`config.mk`:
```
export PLATFORM = sky130hd
export DESIGN_NAME = ple_ctrl
export DESIGN_NICKNAME = d
export VERILOG_FILES = /design/src/ple_pkg.sv /design/src/ple_ctrl.sv
export SDC_FILE = /design/constraint.sdc
export NUM_CORES = 1
export LEC_CHECK = 0
export ABC_AREA = 0
export BUFFER_PORTS_ARGS = -buffer_cell sky130_fd_sc_hd__buf_4
export CAP_MARGIN = 20
export CORE_ASPECT_RATIO = 0.9
export CORE_MARGIN = 1
export CORE_UTILIZATION = 55
export CTS_CLUSTER_DIAMETER = 100
export DETAILED_ROUTE_END_ITERATION = 12
export PLACE_DENSITY = 0.84
export SYNTH_ARGS = -nofsm -noshare
export SYNTH_HDL_FRONTEND = slang
export SYNTH_SLANG_ARGS = --single-unit
```
`constraint.sdc`:
```
create_clock -name clk -period 12.66 [get_ports clk]
set_input_delay 3.798 -clock clk [delete_from_list [all_inputs] [get_ports clk]]
set_output_delay 3.798 -clock clk [all_outputs]
set_load 0.1 [all_outputs]
```
`src/ple_pkg.sv`:
```
// Shared constants and types for the positional list engine.
`timescale 1ns / 1ps

package ple_pkg;

	localparam int DEF_CAPACITY = 64;
	localparam int VAL_W        = 32;
	localparam int POS_W        = 8;
	localparam int CNT_OUT_W    = 7;
	// Wide enough for any position and for a count of up to 256 entries.
	localparam int CMP_W        = 9;

	localparam logic [1:0] CMD_INSERT = 2'd0;
	localparam logic [1:0] CMD_REMOVE = 2'd1;
	localparam logic [1:0] CMD_READ   = 2'd2;

	localparam logic [1:0] ST_OK     = 2'd0;
	localparam logic [1:0] ST_FULL   = 2'd1;
	localparam logic [1:0] ST_ABSENT = 2'd2;

	// Operation broadcast to every cell of the chain.
	typedef struct packed {
		logic             ins_en;
		logic             rem_en;
		logic             rd_en;
		logic [CMP_W-1:0] pos;
	} ple_op_t;

endpackage

```
`src/ple_ctrl.sv`:
```
// Command decode, bounds checks and entry count for the positional list engine.
`timescale 1ns / 1ps

module ple_ctrl #(
	parameter int CAPACITY = ple_pkg::DEF_CAPACITY,
	parameter int CNT_W    = $clog2(CAPACITY + 1)
) (
	input  logic                      clk,
	input  logic                      arst_n,
	input  logic                      fire,
	input  logic [1:0]                command,
	input  logic [ple_pkg::POS_W-1:0] position,
	output ple_pkg::ple_op_t          op,
	output logic [1:0]                status_nx,
	output logic [CNT_W-1:0]          count_nx
);

	localparam logic [ple_pkg::CMP_W-1:0] CAP_C = ple_pkg::CMP_W'(CAPACITY);

	logic [CNT_W-1:0]          count_q;
	logic [ple_pkg::CMP_W-1:0] cnt_c;
	logic [ple_pkg::CMP_W-1:0] pos_c;
	logic                      full;
	logic                      present;

	assign cnt_c   = ple_pkg::CMP_W'(count_q);
	assign pos_c   = ple_pkg::CMP_W'(position);
	assign full    = cnt_c >= CAP_C;
	assign present = pos_c < cnt_c;

	always_comb begin
		op        = '0;
		op.pos    = pos_c;
		status_nx = ple_pkg::ST_OK;
		count_nx  = count_q;
		unique case (command) inside
			ple_pkg::CMD_INSERT: begin
				// A position past the end appends.
				if (pos_c > cnt_c) begin
					op.pos = cnt_c;
				end
				if (full) begin
					status_nx = ple_pkg::ST_FULL;
				end else begin
					op.ins_en = fire;
					count_nx  = count_q + CNT_W'(1);
				end
			end
			ple_pkg::CMD_REMOVE, ple_pkg::CMD_READ: begin
				if (!present) begin
					status_nx = ple_pkg::ST_ABSENT;
				end else begin
					op.rd_en = 1'b1;
					if (command == ple_pkg::CMD_REMOVE) begin
						op.rem_en = fire;
						count_nx  = count_q - CNT_W'(1);
					end
				end
			end
			default: begin
			end
		endcase
	end

	always_ff @(posedge clk or negedge arst_n) begin
		if (!arst_n) begin
			count_q <= '0;
		end else if (fire) begin
			count_q <= count_nx;
		end
	end

endmodule

```
## Yosys cells after proc, flatten, opt, wreduce, memory -nomap -nowiden

Index checks and enable logic that the tools add are counted.

- Register bits after elaboration: 7
- Input port bits: 13
- Word-level logic and storage cells: 24
- Output and inout port bits: 21

- Reductions and logical operators: 2
- $add $sub $neg: 2
- Multiplexer cells: 14
- Eq/ne operators: 2
- Order comparisons: 3

Operators by type and width:

| operator | number |
|---|---|
| 2-to-1 mux 7 bit | 3 |
| case mux 7 bit (2 select lines) | 1 |
| 2-to-1 mux 9 bit | 1 |
| > comparator 8 x 7 -> 1 bit | 1 |
| less-than comparator 8 x 7 -> 1 bit | 1 |
| 2-to-1 mux 8 bit | 1 |
| adder 7 x 1 -> 7 bit, second input constant | 1 |
| greater-or-equal comparator 7 bit, second input constant | 1 |
| subtractor 7 x 1 -> 7 bit, second input constant | 1 |
| 2-to-1 mux 2 bit | 3 |
| 2-to-1 mux 1 bit | 4 |
| case mux 2 bit (2 select lines) | 1 |
| equality test 2 x 1 -> 1 bit, second input constant | 1 |
| equality test 2 bit, second input constant | 1 |
| zero test 2 bit | 1 |
| OR reduction 2 bit | 1 |

## Depth between registers and ports, before layout

- Depth in word-level cells: 4
- Gate-level depth with buffers: 8
- Gate-level depth less buffers: 7

## Worst setup path before layout

No wires, ideal clock.

- Path kind: input -> output
- Start: input position[3] (netlist bit)
- End: output count_nx[6]
- Setup slack: 1.780 ns
- Stages: 6
- Data required time: 8.862 ns
- Buffers on the path: 0
- Data arrival time: 7.082 ns
- Cell sequence: ha_1 a21oi_1 o221ai_4 nor3_1 xnor2_1 o21ai_0

- Cells in the longest elaborated chain, start to end: 3

Ends and longest elaborated chain:

| item | line | text |
|---|---|---|
| start: declaration | ple_ctrl.sv:12 | `input logic [ple_pkg::POS_W-1:0] position,` |
| less-than comparator 8 x 7 -> 1 bit | ple_ctrl.sv:29 | `assign present = pos_c < cnt_c;` |
| 2-to-1 mux 7 bit | ple_ctrl.sv:50 | `if (!present) begin` |
| case mux 7 bit (2 select lines) | ple_ctrl.sv:36 | `unique case (command) inside` |
| end: declaration | ple_ctrl.sv:15 | `output logic [CNT_W-1:0] count_nx` |

Every way passes these cells.

==> insert_results.sql <==
INSERT INTO impl_metrics (metric_group, metric, value, unit) VALUES
('run_status', 'status', 'completed', ''),
('worst_hold_path', 'hold_class', 'register to register', ''),
('detailed_routing', 'wirelength', '3240', 'um'),
('worst_hold_path', 'hold-path-endpoint', 'count_q[2]$_DFFE_PN0P_', ''),
('worst_hold_path', 'whs_path_depth', '1', ''),
('yosys', 'ys.warnings.count', '0', ''),
('sta', 'report.final.hold_viol_count', '0', ''),
('detailed_routing', 'drt.antenna.violating_nets', '0', ''),
('die', 'chipWidth', '50.8', 'um'),
('detailed_routing', 'dr_wl_met3', '232', 'um'),
('cells_and_area', 'n_antenna_cell', '0', ''),
('cells_and_area', 'fillCellCount', '168', ''),
('critical_path', 'cpPeakStageDelay', '0.53', 'ns'),
('yosys', 'avgSynthCellArea', '7.61', 'um^2'),
('clocking', 'numCtsBuffers', '3', ''),
('detailed_routing', 'detailedRoute.firstPassIterationCount', '4', ''),
('clocking', 'cts_max_path_buffers', '2', ''),
('critical_path', 'end_kind', 'output pin', ''),
('detailed_routing', 'routedWlPerCell', '15.6', 'um'),
('die', 'die_area', '2330', 'um^2'),
('sta', 'unrepaired_setup_endpoints_after_global_routing', 'false', ''),
('placed_design', 'dp_hpwl', '2500', 'um'),
('die', 'boundaryPins', '34', ''),
('clocking', 'clock_tree.htree_level_count', '1', ''),
('sta', 'post-route-min-period', '9.80', 'ns'),
('placed_design', 'port-buffer-count', '32', ''),
('cells_and_area', 'post_layout_nonfiller_instances', '207', ''),
('grt', 'first_pass_grt_wire_length', '5260', 'um'),
('sta', 'tns', '0', 'ns'),
('yosys', 'syn-num-nets', '180', ''),
('detailed_routing', 'wirelength_met1', '1460', 'um'),
('cells_and_area', 'final_cell_area', '1440', 'um^2'),
('yosys', 'synthDistinctLibCells', '45', ''),
('critical_path', 'worst_path_most_repeated_cell', 'buf_4', ''),
('critical_path', 'cpLargestDelayFamily', 'compound AO/OA/AOI/OAI gates', ''),
('critical_path', 'r2r_setup_slack', '10.23', 'ns'),
('clocking', 'clkSlewWorstSetupHoldPaths', '0.05', 'ns'),
('clocking', 'tritoncts_clock_tree', 'built', ''),
('grt', 'grt-ovfl-total', '0', ''),
('power', 'power_density', '205', 'nW/um^2'),
('placed_design', 'placed_area', '1410', 'um^2'),
('clocking', 'clk_latency', '0.26', 'ns'),
('power', 'p_leak', '0.665', 'nW'),
('die', 'placement_rows', '15', ''),
('cells_and_area', 'proportion_of_layout_cells_with_a_drive_suffix_above_1', '27.5', '%'),
('clocking', 'post_cts_resize_count', '0', ''),
('die', 'fp.coreArea', '1970', 'um^2'),
('critical_path', 'reg2reg_depth', '7', ''),
('worst_hold_path', 'worstHoldStart', 'count_q[2]$_DFFE_PN0P_', ''),
('critical_path', 'critical_path.cell_chain', 'buf_4 -> ha_1 -> and4b_2 -> o2111a_2 -> nor2_2 -> a311oi_4 -> mux2_2 -> buf_4', ''),
('yosys', 'async_reset_ff_share', '100', '%'),
('grt', 'grt_use_total', '30.3', '%'),
('yosys', 'synth-seq-area-share', '14.8', '%'),
('sta', 'finClkSkew', '0.00141', 'ns'),
('placed_design', 'globalplace.congestion', '0.936', ''),
('clocking', 'cts_setup_buffers', '0', ''),
('critical_path', 'worstPathBufferInverterCount', '2', ''),
('clocking', 'cts-hold-fix-buffers', '0', ''),
('grt', 'largest_net_degree_at_the_start_of_global_routing', '17', ''),
('detailed_routing', 'route.detailed.vias_per_inst', '6.23', ''),
('cells_and_area', 'synthToLayoutAreaGrowth', '22.1', '%'),
('power', 'vdd.ir_drop.worst', '0.197', 'mV'),
('die', 'initial_utilization', '59.9', '%'),
('critical_path', 'worstSetupStartpointType', 'input port', ''),
('detailed_routing', 'detail_route.drc_violations', '0', ''),
('yosys', 'syn-cell-area', '1180', 'um^2'),
('cells_and_area', 'final_nets', '208', ''),
('sta', 'timing.max_slew.rel_slack', '60.0', '%'),
('clocking', 'root_buffer', 'clkbuf_4', ''),
('sta', 'setup_viol_count_final', '0', ''),
('detailed_routing', 'first_iter_violations', '39', '');
[metal layers]
metal  GRT usage, %  vias to the layer above
met1           39.3                      591
met3           7.67                        6
met5              0                        -
li1               -                      631
met4           8.33                        0
met2           50.1                       61
[layout make-up]
| cell class | count | area [um^2] | share of cell area (%) |
|---|---|---|---|
| Timing Repair Buffer | 32 | 240 | 16.7 |
| Sequential cell | 7 | 175 | 12.2 |
| Clock buffer | 4 | 26.3 | 1.82 |
| Tap cell | 25 | 31.3 | 2.17 |
| Multi-Input combinational cell | 124 | 911 | 63.2 |
| Inverter | 15 | 56.3 | 3.91 |
[cells by family (layout without fill, tap and decap cells)]
| group | count (synthesis) | count (layout) | synth area share (%) |
|---|---|---|---|
| buf+inv | 24 | 51 | 7.95 |
| compound gates | 46 | 46 | 30.5 |
| xor+xnor | 1 | 1 | 0.742 |
| mux | 11 | 11 | 9.97 |
| fa+ha+maj | 12 | 12 | 12.7 |
| simple gates | 53 | 53 | 22.9 |
| other cells | 1 | 1 | 0.318 |
| flops | 7 | 7 | 14.8 |
[worst max path at each step]
stage | to | slack [ns] | cells past startpoint
6_report | op[3] | 2.86 | 8
5_1_grt | count_nx[5] | 2.66 | 8
4_1_cts | op[6] | 2.87 | 8
3_5_place_dp | op[4] | 2.88 | 8
3_3_place_gp | op[5] | 2.93 | 8
2_1_floorplan | count_nx[6] | 1.78 | 6
[stage by stage]
step | utilization, % | hold slack, ns | worst slack, ns
4_1_cts | 73.1 | 0.691 | 2.87
3_5_place_dp | 71.7 | 0.684 | 2.88
5_1_grt | 73.1 | 0.731 | 2.66
3_3_place_gp | 71.7 | 0.667 | 2.93
6_report | 73.1 | 0.704 | 2.86
2_1_floorplan | - | 0.601 | 1.78
[Yosys cell counts (2+ instances only)]
cell / instances
nor2_1: 9
dfrtp_1: 7
mux2_2: 6
nand2_1: 13
a31oi_1: 4
ha_1: 12
a21oi_1: 12
nand4_1: 2
nor2b_1: 3
o21ai_0: 6
nand4b_1: 2
o31ai_1: 3
a311o_1: 2
o21a_1: 2
inv_1: 15
mux2i_1: 5
clkbuf_1: 8
nand3_1: 7
nor3_1: 9
a2bb2oi_1: 3
[report_power, final]
group	switching, mW	internal (mW)
logic	0.163	0.0605
registers	0.0211	0.0298
clock network	0.00900	0.0121
Note: power is estimated with default switching activity, not from simulation.
