===== config.mk =====
export PLATFORM = sky130hd
export DESIGN_NAME = ple_cell
export DESIGN_NICKNAME = d
export VERILOG_FILES = /design/src/ple_pkg.sv /design/src/ple_cell.sv
export SDC_FILE = /design/constraint.sdc
export NUM_CORES = 1
export LEC_CHECK = 0
export BUFFER_PORTS_ARGS = -buffer_cell sky130_fd_sc_hd__buf_4
export CAP_MARGIN = 20
export CORE_AREA = 2 2 72 74
export CTS_BUF_LIST = sky130_fd_sc_hd__clkbuf_2
export DETAILED_ROUTE_END_ITERATION = 8
export DIE_AREA = 0 0 74 76
export PLACE_DENSITY_LB_ADDON = 0.08
export SLEW_MARGIN = 20
export SYNTH_ARGS = -nofsm -noshare
export SYNTH_HDL_FRONTEND = slang
export SYNTH_SLANG_ARGS = --single-unit

===== constraint.sdc =====
create_clock -name clk -period 2.55 [get_ports clk]
set_clock_uncertainty 0.1 [all_clocks]
set_input_delay 0.6375 -clock clk [delete_from_list [all_inputs] [get_ports clk]]
set_output_delay 0.6375 -clock clk [all_outputs]
set_load 0.01 [all_outputs]

===== src/ple_pkg.sv =====
// Shared constants and types for the positional list engine.
`timescale 1ns / 1ps

package ple_pkg;

	localparam int DEF_CAPACITY = 64;
	localparam int VAL_W        = 32;
	localparam int POS_W        = 8;
	localparam int CNT_OUT_W    = 7;
	// Wide enough for any position and for a count of up to 256 entries.
	localparam int CMP_W        = 9;

	localparam logic [1:0] CMD_INSERT = 2'd0;
	localparam logic [1:0] CMD_REMOVE = 2'd1;
	localparam logic [1:0] CMD_READ   = 2'd2;

	localparam logic [1:0] ST_OK     = 2'd0;
	localparam logic [1:0] ST_FULL   = 2'd1;
	localparam logic [1:0] ST_ABSENT = 2'd2;

	// Operation broadcast to every cell of the chain.
	typedef struct packed {
		logic             ins_en;
		logic             rem_en;
		logic             rd_en;
		logic [CMP_W-1:0] pos;
	} ple_op_t;

endpackage


===== src/ple_cell.sv =====
// One storage cell of the list chain; holds the entry for a fixed list position.
`timescale 1ns / 1ps

module ple_cell #(
	parameter int IDX = 0
) (
	input  logic                       clk,
	input  ple_pkg::ple_op_t           op,
	input  logic [ple_pkg::VAL_W-1:0]  value_in,
	input  logic [ple_pkg::VAL_W-1:0]  left_data,
	input  logic [ple_pkg::VAL_W-1:0]  right_data,
	output logic [ple_pkg::VAL_W-1:0]  data,
	output logic [ple_pkg::VAL_W-1:0]  rd_data
);

	localparam logic [ple_pkg::CMP_W-1:0] MY_IDX = ple_pkg::CMP_W'(IDX);

	logic [ple_pkg::VAL_W-1:0] data_q;
	logic                      above;
	logic                      here;

	assign above = MY_IDX > op.pos;
	assign here  = MY_IDX == op.pos;

	// Insert moves the tail one place right; remove pulls it one place left.
	always_ff @(posedge clk) begin
		if (op.ins_en && above) begin
			data_q <= left_data;
		end else if (op.ins_en && here) begin
			data_q <= value_in;
		end else if (op.rem_en && (above || here)) begin
			data_q <= right_data;
		end
	end

	assign data    = data_q;
	assign rd_data = (op.rd_en && here) ? data_q : '0;

endmodule


### Yosys cells after proc, flatten, opt, wreduce, memory -nomap -nowiden

Index checks and enable logic that the tools add are counted.

* output and inout port bits: 64
* input bits: 109
* logic and storage cells: 13
* flip-flop bits (word level): 32

* $lt $le $gt $ge: 1
* reductions and logical operators: 7
* muxes and demuxes: 4

Operators with widths (number)
* $mux W32: 4
* $gt A1 B9 Y1 const A: 1
* $logic_not A9 Y1: 1
* $logic_and A1 B1 Y1: 4
* $reduce_bool A3 Y1: 1
* $logic_or A1 B1 Y1: 1

### Depth between registers and ports, before layout

Gate-level depths: netlist of run 1.

* word-level depth: 6
* depth in mapped cells: 4

### Least setup slack after synthesis of run 1

Ideal clock, no wire load.

* path type: input port to output port
* start point: input port op[3] in the netlist's numbering
* end point: output port rd_data[10] in the netlist's numbering
* arrival time: 1.603 ns
* path slack: 0.210 ns
* stages on the path: 4
* buffers on the path: 1
* cells stage by stage: nor4_4 -> and4_1 -> clkbuf_1 -> and2_1

* longest elaborated chain between the ends: 3

RTL lines
* start, declared: RTL line ple_cell.sv:8 `input ple_pkg::ple_op_t op,`
* $logic_not A9 Y1: RTL line ple_cell.sv:23 `assign here = MY_IDX == op.pos;`
* $logic_and A1 B1 Y1: RTL line ple_cell.sv:37 `assign rd_data = (op.rd_en && here) ? data_q : '0;`
* $mux W32: RTL line ple_cell.sv:37
* end, declared: RTL line ple_cell.sv:13 `output logic [ple_pkg::VAL_W-1:0] rd_data`

No other way between the ends.

### Worst setup path in the final report of run 1

* start point: input port op[3] in the netlist's numbering
* end point: output port rd_data[24] in the netlist's numbering

Same word-level chain as after synthesis.

==> results, run 1 <==
- The warning count from the yosys run is 0.
- In the final timing run, aggregate negative setup slack is 0 ns.
- The class of the worst hold path is primary input to flop.
- The hold violation count in the final report came to 0.
- The final period utilization is 96.6%.
- The mapped netlist covers 1740 sq um.
- Using the TritonRoute via totals, the vias-per-cell ratio works out to 4.39.
- Detailed placement finished with a half-perimeter wire length of 3.46 mm.
- The cell chosen for the clock root is sky130_fd_sc_hd__clkbuf_2.
- Across the run, the number of max-cap violations was 0.
- The total number of vias is around 1400.
- The path with the worst hold slack has its endpoint at data[25]$_DFFE_PP_.
- Counting the fill cells in the layout gives 411.
- The slew at the pin closest to its max-slew limit is 0.307 ns.
- The largest buffer count on any clock path is 2.
- The die is between 70 and 80 microns wide.
- The share of the Yosys chip area taken by registers is 55.2%.
- After clock tree synthesis, the repair step resized 0 gates.
- The total clock buffers created by CTS is 5.
- The worst hold path was traced through 2 stages.
- After detailed routing, the total wire length is 4.45 mm.
- The worst setup path is launched from a primary input.
- The count of cells in the finished layout, fillers not included, comes to 327.
- In this run the worst path has a maximum fanout of 22.
- The tree built by TritonCTS fans out to 32 sinks.
- The maximum frequency from static timing analysis is 0.406 GHz.
- The total leakage power is 0.00147 uW.
- The number of global-route vias before repair was 1408.
- The cell total after placement is 320.
- The total routing resource utilization after global routing is 15.9%.
- The height of the chip is 76 microns.
- The post-CTS setup buffer count is 0.
- For this run, the share of the core covered by cells in the final layout is 60.0%.
- After floorplanning, the core was divided into 26 placement rows.
- The detailed-routing iteration count for the pre-antenna-repair pass is 4.
- The flow ran to the end, and the final reports show no timing, DRC or antenna violations.
- The post-route netlist has 73.5% of its cells at a drive strength greater than 1.
- The relative slew slack is 79.5%.
- The critical path arrival is about 1.7 ns.
- The DRC marker count from the first detailed-route iteration is 42.
- VDD sags by at most 0.000226 V.
- The power density relative to cell area is 319 nW/um^2.
- Counting every net in the synthesized netlist gives roughly 220.
- The count of buffers inserted at the top-level ports is 140.
- The number of ports placed on the die boundary is 173.
- Entering global routing, the biggest net connects 23 pins.
- Counting flops and latches in the post-synthesis netlist gives 32.
- The design draws 941 uW.
- The DRC violations left is 0.
- The die covers 5620 sq um.
- The category of the worst setup path capture point is an output port.
- The starting density of the core is 35.5%.
- The wire length of the first global-routing pass is 6.68 mm.
- The number of pins exceeding their max-slew limit in the final report was 0.
- The flip-flop count of the largest register after layout is 32.
- The distinct cell type count after synthesis is 12.
- The quantity of hold-fixing buffers added after cts is 0.
- After technology mapping, the gate count stands at 108.
- The count of antenna diodes in the layout is 0.
- From synthesis to final layout, the design area changed by 69.3%.
- For this run, the post-layout net count is 366.
- The worst endpoint required time is 1.81 ns.
- In this run the number of H-tree levels came out at 2.
- The critical path class is primary input to output port.
- The post-detailed-route wirelength per cell is 13.6 microns.
- The synthesized area per cell is 16.1 sq um.
- The total area inside the core boundary comes to about 5000 sq um.
- The number of routed nets with antenna violations is 0.
- The number of antenna violations at the first check in global routing is 0.
- Global routing finished with a remaining overflow of 0.
- The clock-pin slew of the registers on the worst-case setup and hold paths is 0.17 ns.
- The number of setup violations in the final report is 0.
- The TritonCTS clock tree is built.
- The global placer's final weighted congestion is roughly 0.67.
- The hold path startpoint is right_data[25].
- The routed design could run at a clock period as short as 2.46 ns.
## per-stage QoR
step                      area (sq um)  hold WS, ns  setup WS, ns
final                             2950        0.466        0.0856
after CTS                         2940        0.434        0.0114
after floorplan                   1740        0.755         0.210
after global placement            2910        0.838        0.0362
after global routing              2950        0.413      -0.00563
after detailed placement          2910        0.841        0.0288
## cell usage after synthesis, drive strengths merged
| cell type | instances | area (sq um) |
|---|---|---|
| nor2 | 1 | 3.75 |
| edfxtp | 32 | 961 |
| clkbuf | 3 | 11.3 |
| buf | 3 | 33.8 |
| and4 | 1 | 8.76 |
| mux2 | 32 | 473 |
| o2111a | 1 | 11.3 |
| nand4 | 1 | 12.5 |
| and2 | 32 | 200 |
| nor3 | 1 | 5.00 |
| nor4 | 1 | 21.3 |
## cells in the final DEF (no fill, tap or decap), types with 2 or more instances in the layout
master / netlist / final
sky130_fd_sc_hd__and2_1: 32 / 32
sky130_fd_sc_hd__mux2_4: 30 / 30
sky130_fd_sc_hd__buf_4: 0 / 147
sky130_fd_sc_hd__edfxtp_1: 32 / 32
sky130_fd_sc_hd__clkinv_1: 0 / 2
sky130_fd_sc_hd__clkbuf_2: 0 / 5
sky130_fd_sc_hd__mux2_2: 2 / 2
## worst max path at each step
stage           from           to  slack (ns)  depth (start not counted)
2_1_floorplan  op[3]  rd_data[10]        0.21                          4
3_5_place_dp   op[4]  rd_data[24]        0.03                          6
6_report       op[3]  rd_data[24]        0.09                          6
5_1_grt        op[3]  rd_data[11]      -0.006                          6
4_1_cts        op[4]  rd_data[17]        0.01                          6
3_3_place_gp   op[4]  rd_data[19]        0.04                          6
## final cells by class
| class | count | area [sq um] | area share, % |
|---|---|---|---|
| Clock buffer | 5 | 25.0 | 0.849 |
| Clock inverter | 2 | 7.51 | 0.255 |
| Multi-Input combinational cell | 70 | 743 | 25.2 |
| Sequential cell | 32 | 961 | 32.6 |
| Tap cell | 70 | 87.6 | 2.97 |
| Timing Repair Buffer | 148 | 1120 | 38.1 |
## routing by layer
| metal | wire length (microns) | vias to the layer above | GRT usage (%) | part of all wire [%] |
|---|---|---|---|---|
| li1 | - | 690 | - | - |
| met1 | 1650 | 653 | 18.2 | 37 |
| met2 | 2250 | 87 | 27.5 | 50 |
| met3 | 499 | 6 | 5.03 | 11 |
| met4 | 57 | 0 | 4.91 | 1.3 |
| met5 | 0 | - | 0 | 0 |
## worst max-delay path: stages
cell                     delay [ns]
sky130_fd_sc_hd__buf_4         0.12
sky130_fd_sc_hd__nor4_4        0.28
sky130_fd_sc_hd__and4_4        0.28
sky130_fd_sc_hd__buf_12        0.14
sky130_fd_sc_hd__and2_1        0.14
sky130_fd_sc_hd__buf_4         0.12
## cell families after synthesis
family	count (synthesis)	share of synthesized area, %
compound gates	1	0.647
buf+inv	6	2.59
mux	32	27.2
simple gates	37	14.4
flops	32	55.2
## power breakdown
part | internal (uW) | total, uW | switching (uW)
combinational | 109 | 138 | 28.3
clock | 56.7 | 225 | 168
sequential | 579 | 579 | 0.364
Note: power is estimated with default switching activity, not from simulation.
==> run 2, diff against run 1 <==
Settings changed: CELL_PAD_IN_SITES_DETAIL_PLACEMENT set to 1, CELL_PAD_IN_SITES_GLOBAL_PLACEMENT set to 1, CORE_AREA 2 2 72 74 to 2 2 85 87, DIE_AREA 0 0 74 76 to 0 0 87 89.
==> run 2 against run 1 <==
  * Sequential share of layout area down 0.30 points
  * Power grew 2.0%
  * Flip-flop and latch count unchanged
  * Sequential power barely moved
==> results, run 2 (same netlist as run 1, synthesis figures left out) <==
- The hold violation count in the final report was 0 (unchanged).
- The placeable core region is 6720 sq um (was 4910 sq um).
- Top library cells by usage in the layout, fill and taps aside: sky130_fd_sc_hd__buf_4 (145), sky130_fd_sc_hd__edfxtp_1 (32), sky130_fd_sc_hd__and2_1 (31) (was sky130_fd_sc_hd__buf_4 (147), sky130_fd_sc_hd__and2_1 (32), sky130_fd_sc_hd__edfxtp_1 (32)).
- The cell chosen for the clock root is sky130_fd_sc_hd__clkbuf_2 (unchanged).
- The wire length of the first global-routing pass came to 7.23 mm (was 6.68 mm).
- The maximum frequency from static timing analysis is 0.405 GHz (was 0.406 GHz).
- The total overflow reported by the global router is 0 (unchanged).
- The count of clock tree sinks came to 32 (unchanged).
- The floorplan row count is 30 (was 26).
- The fill cell total of the finished layout is 718 (was 411).
- The clock-pin slew of the registers on the worst-case setup and hold paths is 0.17 ns (about the same).
- Setup repair after global routing could not meet its margin everywhere.
- Result of the run: finished, final reports clean (unchanged).
- The total placed instance area is 2940 sq um (was 2910 sq um).
- The count of nets after finishing was 365 (was 366).
- The total routing resource utilization after global routing was 12.5% (was 15.9%).
- The die footprint came to 7740 sq um (was 5620 sq um).
- The switching power summed over all nets is 206 uW (was 197 uW).
- The global routing met3 resource utilization is 4.43% (was 5.03%).
- The height of the chip came to 89 microns (was 76 microns).
- The layout cell share with drive strength beyond 1 is 74.6% (was 73.5%).
- The total clock buffers created by CTS came to 5 (unchanged).
- The level count of the clock H-tree is 2 (unchanged).
- The starting density of the core is 25.9% (was 35.5%).
- The critical path class was primary input to output port (unchanged).
- The detailed-routing iteration count for the pre-antenna-repair pass was 2 (was 4).
- The routed wire length came to 4.98 mm (was 4.45 mm).
- The commonest non-fill, non-tap cell in the layout is sky130_fd_sc_hd__buf_4 (unchanged).
- The total leakage power is 0.00146 uW (was 0.00147 uW).
- The global-route track usage on met2 is 23.2% (was 27.5%).
- The worst setup slack after placement is 0.0466 ns (was 0.0288 ns).
- The DRC violations left is 0 (unchanged).
- The post-cts resize count was 0 (unchanged).
- The number of pins exceeding their max-slew limit in the final report came to 0 (unchanged).
- The growth of design area from synthesis to finish is 70.8% (was 69.3%).
- The number of ports placed on the die boundary is 173 (unchanged).
- The largest fanout on the critical path is 32 (was 22).
- The reported max-cap violation count is 0 (unchanged).
- The worst IR drop on VDD is 0.000124 V (was 0.000226 V).
- The TritonCTS clock tree is built (unchanged).
- The number of antenna violations at the first check in global routing is 0 (unchanged).
- The power density relative to cell area is 323 nW/um^2 (was 319 nW/um^2).
- The quantity of hold-fixing buffers added after cts is 0 (unchanged).
- The count of antenna diodes in the layout is 0 (unchanged).
- The final period demand of the worst path was 2.47 ns (was 2.46 ns).
- The number of global-route vias before repair is 1444 (was 1408).
- The global-route layer with the greatest usage is met2 (unchanged).
- The number of routed nets with antenna violations is 0 (unchanged).
- The worst-case setup margin in the final layout is 0.0782 ns (was 0.0856 ns).
- The proportion of power drawn by the clock network was 25.1% (was 23.9%).
- The class of the worst hold path is primary input to flop (unchanged).
- The relative slew slack came to 78.4% (was 79.5%).
- The power share of the sequential group is 60.3% (was 61.5%).
- The routing usage on met1 was 13.2% (was 18.2%).
- The power consumption was 961 uW (was 941 uW).
- The flip-flop count of the largest register after layout was 32 (unchanged).
- The internal portion of total power is 755 uW (was 745 uW).
- The floorplan die width is 87 microns (was 74 microns).
- The number of setup violations in the final report is 0 (unchanged).
- The switching portion of total power is 21.4% (was 20.9%).
- The vias per cell came to 4.28 (was 4.39).
- The worst endpoint required time is 1.81 ns (about the same).
- The slew at the pin closest to its max-slew limit is 0.324 ns (was 0.307 ns).
- The share of total power in combinational logic is 14.6% (about the same).
- The post-CTS setup buffer count came to 0 (unchanged).
- The count of buffers inserted at the top-level ports is 140 (unchanged).
- The category of the worst setup path capture point is an output port (unchanged).
- The DRC marker count from the first detailed-route iteration is 38 (was 42).
- The final period utilization is 96.9% (was 96.6%).
- The global placer's final weighted congestion is 0.620 (was 0.672).
- The total number of vias is 1439 (was 1436).
- The largest buffer count on any clock path came to 2 (unchanged).
- The summed area of non-filler cells in the final layout is 2980 sq um (was 2950 sq um).
- The pin count of the biggest net entering global routing is 33 (was 23).
- The kind of start point of the critical path is a primary input (unchanged).
- The post-detailed-route wirelength per cell is 14.8 microns (was 13.6 microns).
- The critical path arrival is 1.73 ns (about the same).
[run 2: area by class of cell]
type	instances	area [sq um]	share of cell area, %
Clock buffer	6	30.0	1.01
Clock inverter	1	5.00	0.168
Multi-Input combinational cell	70	751	25.2
Sequential cell	32	961	32.3
Tap cell	80	100	3.36
Timing Repair Buffer	147	1130	37.9
[run 2: layer usage]
layer | part of all wire (%) | up-vias
li1 | - | 687
met1 | 35 | 665
met2 | 54 | 82
met3 | 9.7 | 5
met4 | 0.92 | 0
met5 | 0 | -
[run 2: worst paths after layout]
path / startpoint / endpoint / slack (ns) / cells after the start
max: op[3] / rd_data[19] / 0.08 / 6
min: value_in[11] / data[11]$_DFFE_PP_ / 0.46 / 2
[run 2: power groups by stage]
stage | logic (uW) | clock network [uW] | registers [uW]
floorplan | 40.6 | 0 | 591
global placement | 136 | 0 | 591
detailed placement | 142 | 0 | 591
CTS | 142 | 257 | 579
global route | 151 | 273 | 579
finish | 140 | 241 | 579
[run 2: critical path, stage by stage]
cell	delay (ns)
sky130_fd_sc_hd__buf_4	0.12
sky130_fd_sc_hd__nor4_4	0.27
sky130_fd_sc_hd__and4_4	0.27
sky130_fd_sc_hd__buf_12	0.16
sky130_fd_sc_hd__and2_1	0.15
sky130_fd_sc_hd__buf_4	0.12
[run 2: stage by stage]
step / utilization [%] / setup TNS, ns / hold slack, ns / instances
6_report: 44.3 / 0 / 0.461 / 336
5_1_grt: 44.3 / -0.0710 / 0.414 / 336
4_1_cts: 44.2 / 0 / 0.430 / 336
3_5_place_dp: 43.7 / 0 / 0.841 / 329
3_3_place_gp: 43.7 / 0 / 0.838 / 329
2_1_floorplan: - / 0 / 0.755 / 108
